[src/sv/tms_pkg.sv]
// Package for the Turing machine stepper: codes, state type and helper functions.
package tms_pkg;

   localparam int TMS_TAPE_CELLS = 64;
   localparam int POS_W          = 6;
   localparam int SYM_W          = 2;
   localparam int MSTATE_W       = 4;
   localparam int NSTATE_W       = 3;
   localparam int RATE_W         = 8;
   localparam int PHASE_W        = 3;
   localparam int ACC_W          = 9;
   localparam int RULE_W         = 24;
   localparam int RULE_CNT       = 8;
   localparam int CSR_IDX_W      = 3;

   localparam int STEP_UNITS     = 25;
   localparam logic [MSTATE_W-1:0] HALT_STATE = 4'd8;

   localparam logic [SYM_W-1:0] SYM_ZERO  = 2'd0;
   localparam logic [SYM_W-1:0] SYM_ONE   = 2'd1;
   localparam logic [SYM_W-1:0] SYM_BLANK = 2'd2;

   localparam logic [1:0] MV_RIGHT = 2'd1;
   localparam logic [1:0] MV_LEFT  = 2'd2;

   localparam logic [PHASE_W-1:0] PH_READ  = 3'd1;
   localparam logic [PHASE_W-1:0] PH_WRITE = 3'd3;
   localparam logic [PHASE_W-1:0] PH_MOVE  = 3'd5;
   localparam logic [PHASE_W-1:0] PH_NEXT  = 3'd7;

   typedef enum logic [2:0] {
      ACT_TICK      = 3'd0,
      ACT_START     = 3'd1,
      ACT_CONTINUE  = 3'd2,
      ACT_STOP      = 3'd3,
      ACT_WRITE     = 3'd4,
      ACT_SET_HEAD  = 3'd5,
      ACT_SET_STATE = 3'd6,
      ACT_READ      = 3'd7
   } act_type;

   typedef enum logic [2:0] {
      ST_CLEAR,
      ST_IDLE,
      ST_EXEC,
      ST_STEP,
      ST_STEP_RD,
      ST_FETCH,
      ST_RESP
   } tms_state_type;

   // code 3 is stored as blank
   function automatic logic [SYM_W-1:0] clamp_sym(input logic [SYM_W-1:0] s);
      return (s == 2'd3) ? SYM_BLANK : s;
   endfunction

   // default rule: write the read symbol, stay, keep the state
   function automatic logic [RULE_W-1:0] rule_reset(input logic [2:0] j);
      return 24'h020100 | ({21'd0, j} * 24'h101010);
   endfunction

endpackage

[src/sv/tms_if.sv]
// Channel interfaces for the Turing machine stepper: request, response and register write.
interface tms_req_if
   import tms_pkg::*;
   ();
   logic                valid;
   logic                ready;
   act_type             action;
   logic [POS_W-1:0]    position;
   logic [SYM_W-1:0]    cell_symbol;
   logic [NSTATE_W-1:0] new_state;
   logic [RATE_W-1:0]   tick_rate;

   modport source (output valid, action, position, cell_symbol, new_state, tick_rate,
                   input ready);
   modport sink   (input valid, action, position, cell_symbol, new_state, tick_rate,
                   output ready);
endinterface

interface tms_rsp_if
   import tms_pkg::*;
   ();
   logic                valid;
   logic                ready;
   logic [MSTATE_W-1:0] machine_state;
   logic [POS_W-1:0]    head_position;
   logic                active;
   logic [PHASE_W-1:0]  phase;
   logic [SYM_W-1:0]    symbol_out;

   modport source (output valid, machine_state, head_position, active, phase, symbol_out,
                   input ready);
   modport sink   (input valid, machine_state, head_position, active, phase, symbol_out,
                   output ready);
endinterface

interface tms_csr_if
   import tms_pkg::*;
   ();
   logic                 valid;
   logic                 ready;
   logic [CSR_IDX_W-1:0] index;
   logic [RULE_W-1:0]    data;

   modport source (output valid, index, data, input ready);
   modport sink   (input valid, index, data, output ready);
endinterface

[src/sv/turing_machine_stepper.sv]
// Turing machine stepper top level: tape memory, rule registers and step sequencer.
//
//  channel | dir | handshake          | payload
//  req     | in  | req.valid/ready    | action, position, cell_symbol, new_state, tick_rate
//  rsp     | out | rsp.valid/ready    | machine_state, head_position, active, phase, symbol_out
//  csr     | in  | csr.valid/ready    | index, data (rule register write)
//
// One request at a time. A control request, or a tick while inactive, passes through
// accept, execute, tape read and response. A tick while active adds the step state,
// which advances one phase per cycle while the accumulator holds a step's units, and
// a tape read state after each read phase.
// After reset the tape is cleared one cell per cycle before the first request is
// taken. A request is taken while a response waits on rsp.
module turing_machine_stepper
   import tms_pkg::*;
   #(
      parameter int TAPE_CELLS = TMS_TAPE_CELLS
   )
   (
      input  logic       clock,
      input  logic       reset,
      tms_req_if.sink    req,
      tms_rsp_if.source  rsp,
      tms_csr_if.sink    csr
   );

   localparam int HEAD_W = (TAPE_CELLS > 2) ? $clog2(TAPE_CELLS) : 1;
   localparam int CMP_W  = ((HEAD_W > POS_W) ? HEAD_W : POS_W) + 1;
   localparam logic [HEAD_W-1:0] HEAD_LAST = HEAD_W'(TAPE_CELLS - 1);
   localparam logic [HEAD_W-1:0] HEAD_INIT = HEAD_W'(TAPE_CELLS / 2);

   tms_state_type state_ff, state_in;

   logic [RULE_W-1:0]   rule_ff [RULE_CNT];
   logic [SYM_W-1:0]    tape_mem [TAPE_CELLS];

   logic [HEAD_W-1:0]   head_ff, head_in;
   logic [MSTATE_W-1:0] cur_ff, cur_in;
   logic [PHASE_W-1:0]  phase_ff, phase_in;
   logic [SYM_W-1:0]    rsym_ff, rsym_in;
   logic [ACC_W-1:0]    acc_ff, acc_in;
   logic                run_ff, run_in;
   logic                active_ff, active_in;
   logic [HEAD_W-1:0]   clr_ff, clr_in;

   act_type             act_ff;
   logic [POS_W-1:0]    pos_ff;
   logic [SYM_W-1:0]    csym_ff;
   logic [NSTATE_W-1:0] nst_ff;
   logic [RATE_W-1:0]   rate_ff;

   logic                rsp_valid_ff, rsp_valid_in;
   logic [MSTATE_W-1:0] rsp_mstate_ff;
   logic [POS_W-1:0]    rsp_head_ff;
   logic                rsp_active_ff;
   logic [PHASE_W-1:0]  rsp_phase_ff;
   logic [SYM_W-1:0]    rsp_sym_ff;
   logic                rsp_load;

   logic                mem_wr_en, mem_rd_en;
   logic [HEAD_W-1:0]   mem_wr_addr, mem_rd_addr;
   logic [SYM_W-1:0]    mem_wr_data, rd_data_ff;

   logic                req_fire;
   logic [CMP_W-1:0]    pos_ext;
   logic                in_tape;
   logic [HEAD_W-1:0]   pos_addr;
   logic [7:0]          rule_byte;
   logic                step_go;
   logic                out_free;
   logic                run_next;

   assign req_fire = req.valid && req.ready;
   assign pos_ext  = CMP_W'(pos_ff);
   assign in_tape  = pos_ext < CMP_W'(TAPE_CELLS);
   assign pos_addr = HEAD_W'(pos_ext);
   assign step_go  = (acc_ff >= ACC_W'(STEP_UNITS)) && active_ff;
   assign out_free = !rsp_valid_ff || rsp.ready;

   // rule for the current state and the last symbol read
   always_comb begin
      logic [RULE_W-1:0] rule_word;
      rule_word = rule_ff[cur_ff[2:0]];
      case (clamp_sym(rsym_ff))
         SYM_ZERO: rule_byte = rule_word[7:0];
         SYM_ONE:  rule_byte = rule_word[15:8];
         default:  rule_byte = rule_word[23:16];
      endcase
   end

   // next state
   always_comb begin
      state_in = state_ff;
      unique case (state_ff)
         ST_CLEAR:   if (clr_ff == HEAD_LAST) state_in = ST_IDLE;
         ST_IDLE:    if (req_fire) state_in = ST_EXEC;
         ST_EXEC:    state_in = (act_ff == ACT_TICK && active_ff) ? ST_STEP : ST_FETCH;
         ST_STEP: begin
            if (!step_go) state_in = ST_FETCH;
            else if (phase_ff == PH_READ) state_in = ST_STEP_RD;
         end
         ST_STEP_RD: state_in = ST_STEP;
         ST_FETCH:   state_in = ST_RESP;
         ST_RESP:    if (out_free) state_in = ST_IDLE;
         default:    state_in = ST_CLEAR;
      endcase
   end

   // datapath and control outputs
   always_comb begin
      head_in     = head_ff;
      cur_in      = cur_ff;
      phase_in    = phase_ff;
      rsym_in     = rsym_ff;
      acc_in      = acc_ff;
      run_in      = run_ff;
      active_in   = active_ff;
      clr_in      = clr_ff;
      mem_wr_en   = 1'b0;
      mem_wr_addr = head_ff;
      mem_wr_data = SYM_ZERO;
      mem_rd_en   = 1'b0;
      mem_rd_addr = head_ff;
      rsp_load    = 1'b0;
      run_next    = run_ff;
      unique case (state_ff)
         ST_CLEAR: begin
            mem_wr_en   = 1'b1;
            mem_wr_addr = clr_ff;
            clr_in      = clr_ff + 1'b1;
         end
         ST_IDLE: ;
         ST_EXEC: begin
            unique case (act_ff)
               ACT_TICK: if (active_ff) acc_in = acc_ff + ACC_W'(rate_ff);
               ACT_START: begin
                  if (!active_ff) begin
                     run_in    = 1'b1;
                     active_in = 1'b1;
                     cur_in    = '0;
                     acc_in    = '0;
                  end
               end
               ACT_CONTINUE: begin
                  if (!active_ff && cur_ff != HALT_STATE) begin
                     run_in    = 1'b1;
                     active_in = 1'b1;
                     acc_in    = '0;
                  end
               end
               ACT_STOP: run_in = 1'b0;
               ACT_WRITE: begin
                  if (!active_ff && in_tape) begin
                     mem_wr_en   = 1'b1;
                     mem_wr_addr = pos_addr;
                     mem_wr_data = clamp_sym(csym_ff);
                  end
               end
               ACT_SET_HEAD:  if (!active_ff && in_tape) head_in = pos_addr;
               ACT_SET_STATE: if (!active_ff) cur_in = MSTATE_W'(nst_ff);
               ACT_READ: ;
            endcase
         end
         ST_STEP: begin
            if (step_go) begin
               acc_in   = acc_ff - ACC_W'(STEP_UNITS);
               phase_in = phase_ff + 1'b1;
               case (phase_ff)
                  PH_READ: mem_rd_en = 1'b1;
                  PH_WRITE: begin
                     mem_wr_en   = 1'b1;
                     mem_wr_data = clamp_sym(rule_byte[1:0]);
                  end
                  PH_MOVE: begin
                     if (rule_byte[3:2] == MV_RIGHT && head_ff != HEAD_LAST)
                        head_in = head_ff + 1'b1;
                     else if (rule_byte[3:2] == MV_LEFT && head_ff != '0)
                        head_in = head_ff - 1'b1;
                  end
                  PH_NEXT: begin
                     if (rule_byte[7:4] >= HALT_STATE) begin
                        cur_in   = HALT_STATE;
                        run_next = 1'b0;
                     end else begin
                        cur_in = rule_byte[7:4];
                     end
                     run_in = run_next;
                     if (!run_next) active_in = 1'b0;
                  end
                  default: ;
               endcase
            end
         end
         ST_STEP_RD: rsym_in = rd_data_ff;
         ST_FETCH: begin
            mem_rd_en = 1'b1;
            if (act_ff == ACT_READ && in_tape) mem_rd_addr = pos_addr;
         end
         ST_RESP: rsp_load = out_free;
         default: ;
      endcase
      rsp_valid_in = rsp_load || (rsp_valid_ff && !rsp.ready);
   end

   // tape memory, registered read
   always_ff @(posedge clock) begin
      if (mem_wr_en) tape_mem[mem_wr_addr] <= mem_wr_data;
      if (mem_rd_en) rd_data_ff <= tape_mem[mem_rd_addr];
   end

   always_ff @(posedge clock) begin
      if (reset) begin
         state_ff     <= ST_CLEAR;
         head_ff      <= HEAD_INIT;
         cur_ff       <= '0;
         phase_ff     <= '0;
         rsym_ff      <= '0;
         acc_ff       <= '0;
         run_ff       <= 1'b0;
         active_ff    <= 1'b0;
         clr_ff       <= '0;
         rsp_valid_ff <= 1'b0;
         for (int j = 0; j < RULE_CNT; j++) rule_ff[j] <= rule_reset(3'(j));
      end else begin
         state_ff     <= state_in;
         head_ff      <= head_in;
         cur_ff       <= cur_in;
         phase_ff     <= phase_in;
         rsym_ff      <= rsym_in;
         acc_ff       <= acc_in;
         run_ff       <= run_in;
         active_ff    <= active_in;
         clr_ff       <= clr_in;
         rsp_valid_ff <= rsp_valid_in;
         if (csr.valid) rule_ff[csr.index] <= csr.data;
      end
   end

   // request and response payload
   always_ff @(posedge clock) begin
      if (req_fire) begin
         act_ff  <= req.action;
         pos_ff  <= req.position;
         csym_ff <= req.cell_symbol;
         nst_ff  <= req.new_state;
         rate_ff <= req.tick_rate;
      end
      if (rsp_load) begin
         rsp_mstate_ff <= cur_ff;
         rsp_head_ff   <= POS_W'(head_ff);
         rsp_active_ff <= active_ff;
         rsp_phase_ff  <= phase_ff;
         rsp_sym_ff    <= (act_ff == ACT_READ && !in_tape) ? SYM_ZERO : rd_data_ff;
      end
   end

   assign req.ready         = (state_ff == ST_IDLE);
   assign csr.ready         = 1'b1;
   assign rsp.valid         = rsp_valid_ff;
   assign rsp.machine_state = rsp_mstate_ff;
   assign rsp.head_position = rsp_head_ff;
   assign rsp.active        = rsp_active_ff;
   assign rsp.phase         = rsp_phase_ff;
   assign rsp.symbol_out    = rsp_sym_ff;

endmodule
[src/flat_wrapper.sv]
// flat-port wrapper written by rule: the top's interface ports become plain ports
module turing_machine_stepper_flat import tms_pkg::*;
#(
      parameter int TAPE_CELLS = TMS_TAPE_CELLS
   )
  (clock, reset, req_valid, req_action, req_position, req_cell_symbol, req_new_state, req_tick_rate, req_ready, rsp_valid, rsp_machine_state, rsp_head_position, rsp_active, rsp_phase, rsp_symbol_out, rsp_ready, csr_valid, csr_index, csr_data, csr_ready);
  tms_req_if req_i ();
  tms_rsp_if rsp_i ();
  tms_csr_if csr_i ();
  input  logic clock;
  input  logic reset;
  input wire logic [$bits(req_i.valid)-1:0] req_valid;
  input wire logic [$bits(req_i.action)-1:0] req_action;
  input wire logic [$bits(req_i.position)-1:0] req_position;
  input wire logic [$bits(req_i.cell_symbol)-1:0] req_cell_symbol;
  input wire logic [$bits(req_i.new_state)-1:0] req_new_state;
  input wire logic [$bits(req_i.tick_rate)-1:0] req_tick_rate;
  output wire logic [$bits(req_i.ready)-1:0] req_ready;
  output wire logic [$bits(rsp_i.valid)-1:0] rsp_valid;
  output wire logic [$bits(rsp_i.machine_state)-1:0] rsp_machine_state;
  output wire logic [$bits(rsp_i.head_position)-1:0] rsp_head_position;
  output wire logic [$bits(rsp_i.active)-1:0] rsp_active;
  output wire logic [$bits(rsp_i.phase)-1:0] rsp_phase;
  output wire logic [$bits(rsp_i.symbol_out)-1:0] rsp_symbol_out;
  input wire logic [$bits(rsp_i.ready)-1:0] rsp_ready;
  input wire logic [$bits(csr_i.valid)-1:0] csr_valid;
  input wire logic [$bits(csr_i.index)-1:0] csr_index;
  input wire logic [$bits(csr_i.data)-1:0] csr_data;
  output wire logic [$bits(csr_i.ready)-1:0] csr_ready;
  assign req_i.valid = req_valid;
  assign req_i.action = req_action;
  assign req_i.position = req_position;
  assign req_i.cell_symbol = req_cell_symbol;
  assign req_i.new_state = req_new_state;
  assign req_i.tick_rate = req_tick_rate;
  assign req_ready = req_i.ready;
  assign rsp_valid = rsp_i.valid;
  assign rsp_machine_state = rsp_i.machine_state;
  assign rsp_head_position = rsp_i.head_position;
  assign rsp_active = rsp_i.active;
  assign rsp_phase = rsp_i.phase;
  assign rsp_symbol_out = rsp_i.symbol_out;
  assign rsp_i.ready = rsp_ready;
  assign csr_i.valid = csr_valid;
  assign csr_i.index = csr_index;
  assign csr_i.data = csr_data;
  assign csr_ready = csr_i.ready;
  turing_machine_stepper #(.TAPE_CELLS(TAPE_CELLS)) u_core (.clock(clock), .reset(reset), .req(req_i), .rsp(rsp_i), .csr(csr_i));
endmodule
[config.mk]
export PLATFORM = sky130hd
export DESIGN_NAME = turing_machine_stepper_flat
export DESIGN_NICKNAME = d
export VERILOG_FILES = /design/src/sv/tms_pkg.sv /design/src/sv/tms_if.sv /design/src/sv/turing_machine_stepper.sv /design/src/flat_wrapper.sv
export SDC_FILE = /design/constraint.sdc
export NUM_CORES = 1
export LEC_CHECK = 0
export ABC_AREA = 1
export BUFFER_PORTS_ARGS = -buffer_cell sky130_fd_sc_hd__clkbuf_2
export CORE_AREA = 2 2 287 176
export DETAILED_ROUTE_END_ITERATION = 6
export DIE_AREA = 0 0 289 178
export SLEW_MARGIN = 10
export SYNTH_ARGS = -nofsm -noshare
export SYNTH_HDL_FRONTEND = slang
export SYNTH_SLANG_ARGS = --single-unit
[constraint.sdc]
create_clock -name clock -period 5.8 [get_ports clock]
set_clock_uncertainty 0.15 [all_clocks]
set_input_delay 1.16 -clock clock [delete_from_list [all_inputs] [get_ports clock]]
set_output_delay 1.16 -clock clock [all_outputs]
set_load 0.1 [all_outputs]
# Word-level counts from Yosys, hierarchy flattened
# Memory sizes are Yosys's and may differ from the RTL's. A register that Yosys moved wholly into a read port is not among the register bits.
# Index checks and enable logic that the tools add are counted.
# W data, S select, Z words.
# word_totals
reg_bits	74
latch_bits	0
ramBits	320
mem_bits_ro	0
inputBits	54
output_inout_bits	19
n_memories	2
# classes
addsub	6
n_mul	0
div	0
order_cmp	3
eq_ne	44
n_shift	0
muxes	76
n_bitwise	0
reduce_logical	29
# memory_table
name	depth	word_bits	read_ports	rd_ports_with_merged_regs	write_ports	line_no	text
u_core.rule_ff	8	24	1	1	8	turing_machine_stepper.sv:34	logic [RULE_W-1:0] rule_ff [RULE_CNT];
u_core.tape_mem	64	2	1	1	1	turing_machine_stepper.sv:35	logic [SYM_W-1:0] tape_mem [TAPE_CELLS];
# ops
op	count
$mux W6	9
$mux W9	4
$eq A3 B3 Y1 const B	9
$mux W3	9
$pmux W9 S3	1
$mux W1	26
$mux W24	1
$pmux W6 S2	2
$reduce_and A6 Y1	4
$reduce_or A24 Y1	1
$pmux W3 S7	1
$mux W4	5
$pmux W9 S2	1
$pmux W4 S2	2
$pmux W8 S2	1
$eq A3 B2 Y1 const B	5
$mux W2	7
$add A6 B1 Y6 const B	2
$ne A3 B3 Y1 const B	4
$logic_and A1 B1 Y1	10
$add A9 B8 Y9	1
$eq A3 B1 Y1 const B	3
$ge A9 B5 Y1 const B	1
$ne A3 B2 Y1 const B	3
26 further kinds	46

# Logic depth before layout (Yosys ltp)
# Gate-level depths: netlist (run 1).
# depth
word_depth	13
ltp_mapped	23
mapped_depth_nobuf	21

# Least setup slack after synthesis (run 1)
# OpenSTA, ideal clock, no wires.
# synth_path
path_kind	flip-flop to flip-flop
from	register (tool-made name)
to	memory u_core.tape_mem[0][1], data pin
arrival_ns	3.389
t_required_ns	5.097
setup_slack_ns	1.708
stages_incl_launch_ff	10
n_path_buf	4
synth_period_minus_slack_ns	4.092
cell_sequence	dfxtp_1 > buf_4 > inv_1 > buf_2 > buf_2 > buf_1 > a21oi_1 > o311ai_0 > nand2_1 > o22ai_1
# synth_rtl
item	line_no
end, declared	turing_machine_stepper.sv:35

==> results.cfg, run 1 <==
[hold_path]
holdPathStages = 0
min_path_type = register to register

[clock_network]
cts_setup_buffers = 0
cts_sinks = 399
clock-root-buffer = clkbuf_16
ctsResizeCount = 0
cts_made_buffers = 41
tritoncts = yes
holdBufCountCts = 0
cts_max_path_buffers = 3
htreeDepth = 2
worstSkewPairLatency_ns = 0.56
clk_pin_slew_ns = 0.06

[placement]
place.gp.congestion = 0.874
dp.final_hpwl_mm = 36.2
io_buffer_count = 71
postPlaceCellArea_um2 = 19800

[routing]
dr.max_layer_used = met5
vias = 14500
wire_per_inst_um = 19.7
drt-met1-wl_mm = 25.9
via_per_inst = 5.34
met3WireLength_mm = 5.03
drtIter0Drc = 1840
wl_met2_mm = 21.1
final_antenna_net_count = 0
route.detailed.drc = 0
routed_wirelength_mm = 53.6
dr.pass1.iters = 7

[setup_path]
crit_required_ns = 6.01
path_delay_family = buffers and inverters
reg2regPathDepth = 10
crit_chain = buf_4 -> inv_1 -> buf_4 -> o21ai_0 -> o221ai_1 -> nand3_1 -> nand3_1 -> nand2_1 -> o22ai_4 -> buf_4
cp.depth = 10
cp-end-kind = register
critPathLaunchType = register
crit_buf_inv = 4
crit_path_max_fanout = 48
crit_type = register to register
max_stage_delay_ns = 0.78
cp_common_cell = buf_4
cp.arrival_ns = 4.44
cpMaxStageDelayCell = o22ai_4

[sta]
fin_crit_sh_pct = 73.1
worst_slew_pin_slew_ns = 1.19
setup_viol_count_final = 0
period_needed_ns = 4.24
report.final.slew_viol_count = 0
rsz0062_at_grt = no
fmaxAchievable_mhz = 236
slew_headroom_pct = 21.0
tns_ns = 0
final-hold-violation-count = 0

[synthesis]
ys_warn_count = 0
synthFlopType = edfxtp_1
synth_enable_flop_cells = 360
async_flop_share_pct = 0
synth_area_um2 = 18800
synth_area_per_cell_um2 = 9.49
yosysUniqueCellTypes = 52
syn-num-nets = 2058
syn_inst = 1983
yosysSeqAreaShare_pct = 61.6
ys_ff_latch = 399

[global_route]
antenna_found_initial = 1
grt_pass1_vias = 13600
grt_pass1_wl_mm = 81.8
grt_max_degree = 71
grt-ovfl-total = 0
grt_usage_pct = 21.0

[finish]
area_growth_pct = 12.7
final_cell_mix = nand2_1 (420), edfxtp_1 (360), nor2_1 (321)
diodes = 0
postLayoutCellArea_um2 = 21200
layout.nets = 2118
final_common_cell = nand2_1
drive_gt1_share_pct = 10.1

[die]
die-area_um2 = 51400
core_area_um2 = 48700
rows = 63
dieWidth_um = 289
start_util_pct = 38.6
io_pins = 73
die_h_um = 178

[pwr]
vdd_drop_max_mv = 0.202
switching_share_pct = 33.6
pwr-share-seq_pct = 42.2
pwr_density_cell_nw_per_um2 = 391
pwr-share-comb_pct = 24.5
p_int_uw = 5510
power_frac_clock_pct = 33.3
power.switching_uw = 2790
leakage_uw = 0.00850

[job]
max_cap_violations = 0

[run_status]
status = completed
-- cell families after synthesis --
logic type,synth area share [%]
xor+xnor,0.326
other cells,0.0199
mux,0.0532
buf+inv,7.00
flops,61.6
simple gates,22.3
compound gates,7.29
fa+ha+maj,1.48
-- path summary, 6_finish.rpt --
path	from	end	slack [ns]
max reg2reg	register	u_core.tape_mem[0][1]	1.56
max	register	u_core.tape_mem[0][1]	1.56
min reg2reg	u_core.cur_ff[1]	u_core.rsp.machine_state[1]	0.33
min	u_core.cur_ff[1]	u_core.rsp.machine_state[1]	0.33
-- power by group through the flow --
stage	clock network [uW]	logic [uW]	registers (uW)
floorplan	0	1420	3500
global placement	0	1950	3560
detailed placement	0	1980	3560
CTS	2800	1990	3500
global route	2910	2240	3520
finish	2760	2030	3500
-- stage by stage --
stage | setup slack [ns] | hold WS, ns | util, % | power (uW) | cells
6_report | 1.56 | 0.328 | 43.6 | 8300 | 2725
5_1_grt | 1.27 | 0.340 | 43.6 | 8660 | 2725
4_1_cts | 1.64 | 0.324 | 43.6 | 8290 | 2725
3_5_place_dp | 1.50 | 0.318 | 40.7 | 5540 | 2650
3_3_place_gp | 1.58 | 0.313 | 40.7 | 5500 | 2650
2_1_floorplan | 1.71 | 0.270 | - | 4910 | 1983
-- Yosys cell counts (3+ instances only) --
| cell type | count | area, um2 |
|---|---|---|
| o21a_1 | 3 | 22.5 |
| buf_6 | 4 | 45.0 |
| inv_1 | 229 | 860 |
| o22ai_1 | 12 | 75.1 |
| dfxtp_1 | 39 | 781 |
| a221oi_1 | 4 | 35.0 |
| o211ai_1 | 20 | 150 |
| nor2_1 | 321 | 1200 |
| ha_1 | 19 | 238 |
| nand2_1 | 422 | 1580 |
| nand3_2 | 3 | 30.0 |
| nand3_1 | 198 | 991 |
| o21ai_2 | 5 | 43.8 |
| nor4_1 | 4 | 25.0 |
| xor2_1 | 5 | 43.8 |
| o221ai_1 | 15 | 131 |
| nor2_4 | 5 | 56.3 |
| edfxtp_1 | 360 | 10800 |
| o21ai_0 | 97 | 485 |
| clkinv_1 | 4 | 15.0 |
| nand4_1 | 12 | 75.1 |
| buf_2 | 33 | 165 |
| nor3_1 | 11 | 55.1 |
| clkbuf_1 | 38 | 143 |
| buf_4 | 4 | 30.0 |
| nand2_2 | 10 | 62.6 |
| inv_2 | 11 | 41.3 |
| a21oi_1 | 61 | 305 |
-- metal layers --
| metal | global-route usage, % | vias up |
|---|---|---|
| li1 | - | 6775 |
| met5 | 0 | - |
| met2 | 28.2 | 709 |
| met1 | 33.6 | 6959 |
| met4 | 6.46 | 2 |
| met3 | 3.84 | 103 |
-- area by class of cell --
type,instances,area (um2)
flip-flops and latches,399,11600
clock inverters,21,246
repair buffers,99,566
multi-input cells,1257,5950
clock buffers,54,1140
inverters,245,922
well taps,650,813
fillers,4751,27500
-- state kept, by name, summed over array words and instances, names as in the netlist, 2 cells and up, named ones only --
| name | cells |
|---|---|
| u_core.nst_ff | 3 |
| u_core.rd_data_ff | 2 |
| u_core.rule_ff | 192 |
| u_core.pos_addr | 6 |
| u_core.rsp.symbol_out | 2 |
| u_core.rsp.head_position | 6 |
| u_core.tape_mem | 128 |
| u_core.acc_ff | 9 |
| u_core.state_ff | 3 |
| u_core.phase_ff | 3 |
| u_core.rsp.phase | 3 |
| u_core.head_ff | 6 |
| u_core.act_ff | 3 |
| u_core.clr_ff | 6 |
| u_core.rate_ff | 8 |
| u_core.csym_ff | 2 |
| u_core.cur_ff | 4 |
| u_core.rsym_ff | 2 |
| u_core.rsp.machine_state | 4 |
Note: power is estimated with default switching activity, not from simulation.
==> inputs of run 2 (changes only) <==
ABC_AREA = 0   (was 1)
CORE_AREA = 2 2 283 173   (was 2 2 287 176)
DIE_AREA = 0 0 285 175   (was 0 0 289 178)
clock period = 4.24 ns   (was 5.8 ns; I/O delays follow)
==> run 2 against run 1 <==
  * Power rose by 11%
  * Maximum frequency rose by 7.2%
  * Register-to-register slack got worse by 1.3 ns
  * Critical path type unchanged
  * Flip-flop and latch count did not move
  * Worst setup slack got worse by 1.3 ns
  * Highest routed layer unchanged
  * Clock power rose by 23%
  * Clock-buffer cell count fell by 1
  * Routed wire length fell by 11%
  * Critical path depth rose by 4
  * Design area fell by 2.2%
  * Final cell count fell by 21%
==> results.cfg, run 2 <==
[sta]
setup_viol_count_final = 0
period_needed_ns = 3.95
final-hold-violation-count = 0
fin_crit_sh_pct = 93.2
report.final.slew_viol_count = 0
tns_ns = 0
worst_slew_pin_slew_ns = 1.16
fmaxAchievable_mhz = 253
slew_headroom_pct = 22.4
hold_ws_ns = 0.292
rsz0062_at_grt = no

[global_route]
grt-ovfl-total = 0
grt_usage_pct = 19.1
antenna_found_initial = 3
grt_util_met3_pct = 4.22
grt_use_met1_pct = 30.0
grt_use_met2_pct = 27.0
grt_pass1_wl_mm = 72.1
top_usage_layer = met1
grt_pass1_vias = 11400
grt_max_degree = 65

[die]
die-area_um2 = 49900
die_h_um = 175
start_util_pct = 38.7
rows = 62
io_pins = 73
core_area_um2 = 47300
dieWidth_um = 285

[placement]
dp_cells = 2092
io_buffer_count = 71
dp.final_hpwl_mm = 30.6
place.gp.congestion = 0.885
postPlaceCellArea_um2 = 19500

[run_status]
status = completed

[setup_path]
crit_type = register to register
cp-end-kind = register
worstReg2RegEnd = u_core.head_ff[5]
critPathLaunchType = register
cp-endpoint = u_core.head_ff[5]
cp.arrival_ns = 4.20
crit_required_ns = 4.48
reg2regPathDepth = 14
rrSetupSlack_ns = 0.29
crit_path_max_fanout = 8

[pwr]
leakage_uw = 0.00714
power_uw = 9220
vdd_drop_max_mv = 0.302
p_int_uw = 6780
switching_share_pct = 26.5
pwr-share-seq_pct = 50.0
power.switching_uw = 2450
pwr-share-comb_pct = 13.2
pwr_density_cell_nw_per_um2 = 444
power_frac_clock_pct = 36.8

[finish]
largest_reg_flops = 192
fill_cells = 4327
area_growth_pct = 13.5
final_common_cell = edfxtp_1
fin_cells = 2166
reg_top3 = u_core.rule_ff x192, u_core.tape_mem x128, u_core.acc_ff x9
drive_gt1_share_pct = 16.4
final_cell_mix = edfxtp_1 (360), nand2_1 (147), and2_1 (146)
layout.nets = 1573
postLayoutCellArea_um2 = 20800
diodes = 0
regMostFlops = u_core.rule_ff

[hold_path]
min_path_type = register to register

[synthesis]
syn_inst = 1414
synthFlopType = edfxtp_1
ys_ff_latch = 399
synth_area_per_cell_um2 = 12.9
synth_area_um2 = 18300
synth.top_cell.area_share_pct = 59.1
synth_commonest_cells = edfxtp_1 (360), and2_1 (147), nand2_1 (147)
synth_enable_flop_cells = 360
yosysMostFrequentCell = edfxtp_1
syn-num-nets = 1489
yosysTopAreaCell = edfxtp_1
synth_area_leaders = edfxtp_1 (59%), mux4_2 (6.0%), and2_1 (5.0%), dfxtp_1 (4.3%), nand2_1 (3.0%)
yosysUniqueCellTypes = 71
ys_warn_count = 0
yosysSeqAreaShare_pct = 63.4
async_flop_share_pct = 0

[routing]
wire_per_inst_um = 22.0
final_antenna_net_count = 0
drtIter0Drc = 1118
vias = 11800
dr.pass1.iters = 5
via_per_inst = 5.47
route.detailed.drc = 0
routed_wirelength_mm = 47.7

[clock_network]
cts_made_buffers = 40
cts_sinks = 399
cts_max_path_buffers = 3
worstSkewPairLatency_ns = 0.56
htreeDepth = 2
tritoncts = yes
clk_pin_slew_ns = 0.07
clock-root-buffer = clkbuf_16

[job]
max_cap_violations = 0
## run 2: cell types whose count changed after synthesis, moves of 19 or more
cell | before | now
nand2_1 | 422 | 147
inv_1 | 229 | 16
nor2_1 | 321 | 129
nand3_1 | 198 | 40
and2_1 | 0 | 147
o21ai_0 | 97 | 28
or3_1 | 0 | 51
mux4_2 | 0 | 49
mux2i_1 | 1 | 41
buf_2 | 33 | 12
nand2b_1 | 0 | 19
## run 2: critical path: stages, from the launching register on
cell and delay [ns]:
dfxtp_4 0.42, mux4_2 0.51, o22ai_1 0.26, a211oi_1 0.12, or4_4 0.42, or2_4 0.28
ha_1 0.29, a21o_1 0.18, a21oi_1 0.21, o21bai_1 0.09, a21oi_1 0.17, xor2_1 0.19
xnor2_1 0.10, a2111oi_2 0.35, a21oi_1 0.06
## run 2: metrics by stage
step	utilization (%)	setup WS (ns)
after floorplan	-	0.228
after global placement	41.2	0.142
after detailed placement	41.2	0.131
after CTS	43.8	0.113
after global routing	43.9	0.0761
final	43.9	0.287
## run 2: logic make-up after synthesis
kind of cell	after synthesis	synth area share (%)
other	1	0.0205
and+or+nand+nor	618	17.3
xor gates and xnor gates	17	0.814
buffers and inverters	92	2.15
muxes	98	8.85
adders and majority gates	21	1.52
AOI/OAI and AO/OA	168	5.92
DFF	399	63.4
## run 2: repair_timing
action / CTS / global route
endpoints found under the setup margin: 0 / 1
hold buffers: 0 / 0
setup buffers: 0 / 4
resized for setup: 0 / 2
## run 2: per-layer routing
layer / vias to the layer above / routed length, um / part of all wire, %
met3: 53 / 4050 / 8.5
met4: 2 / 633 / 1.3
li1: 5424 / - / -
met2: 456 / 19800 / 42
met1: 5907 / 23200 / 49
met5: - / 13 / 0.027
## run 2: worst min-delay path by stage
stage	start	endpoint	slack, ns	depth (start not counted)
after CTS	req_position[4]	u_core.pos_addr[4]	0.28	1
after global placement	u_core.rd_data_ff[1]	u_core.rsp.symbol_out[1]	0.29	0
after floorplan	u_core.active_ff	u_core.rsp.active	0.26	0
final	u_core.rd_data_ff[1]	u_core.rsp.symbol_out[1]	0.29	0
after detailed placement	u_core.cur_ff[3]	u_core.rsp.machine_state[3]	0.29	0
after global routing	req_position[1]	u_core.pos_addr[1]	0.29	1
## run 2: power groups by stage
stage	sequential (uW)	combinational, uW	clock (uW)
2_1_floorplan	4630	812	0
5_1_grt	4630	1320	3600
3_5_place_dp	4700	1200	0
3_3_place_gp	4690	1180	0
4_1_cts	4610	1200	3460
6_report	4610	1220	3390
## run 2: cell type report
cell class	count	area (um2)	area share (%)
clock inverter	17	149	0.717
inverter	17	63.8	0.307
sequential	399	11600	55.9
tap	640	801	3.86
timing repair buffer	117	729	3.51
clock buffer	53	1070	5.16
multi-input combinational	923	6350	30.6
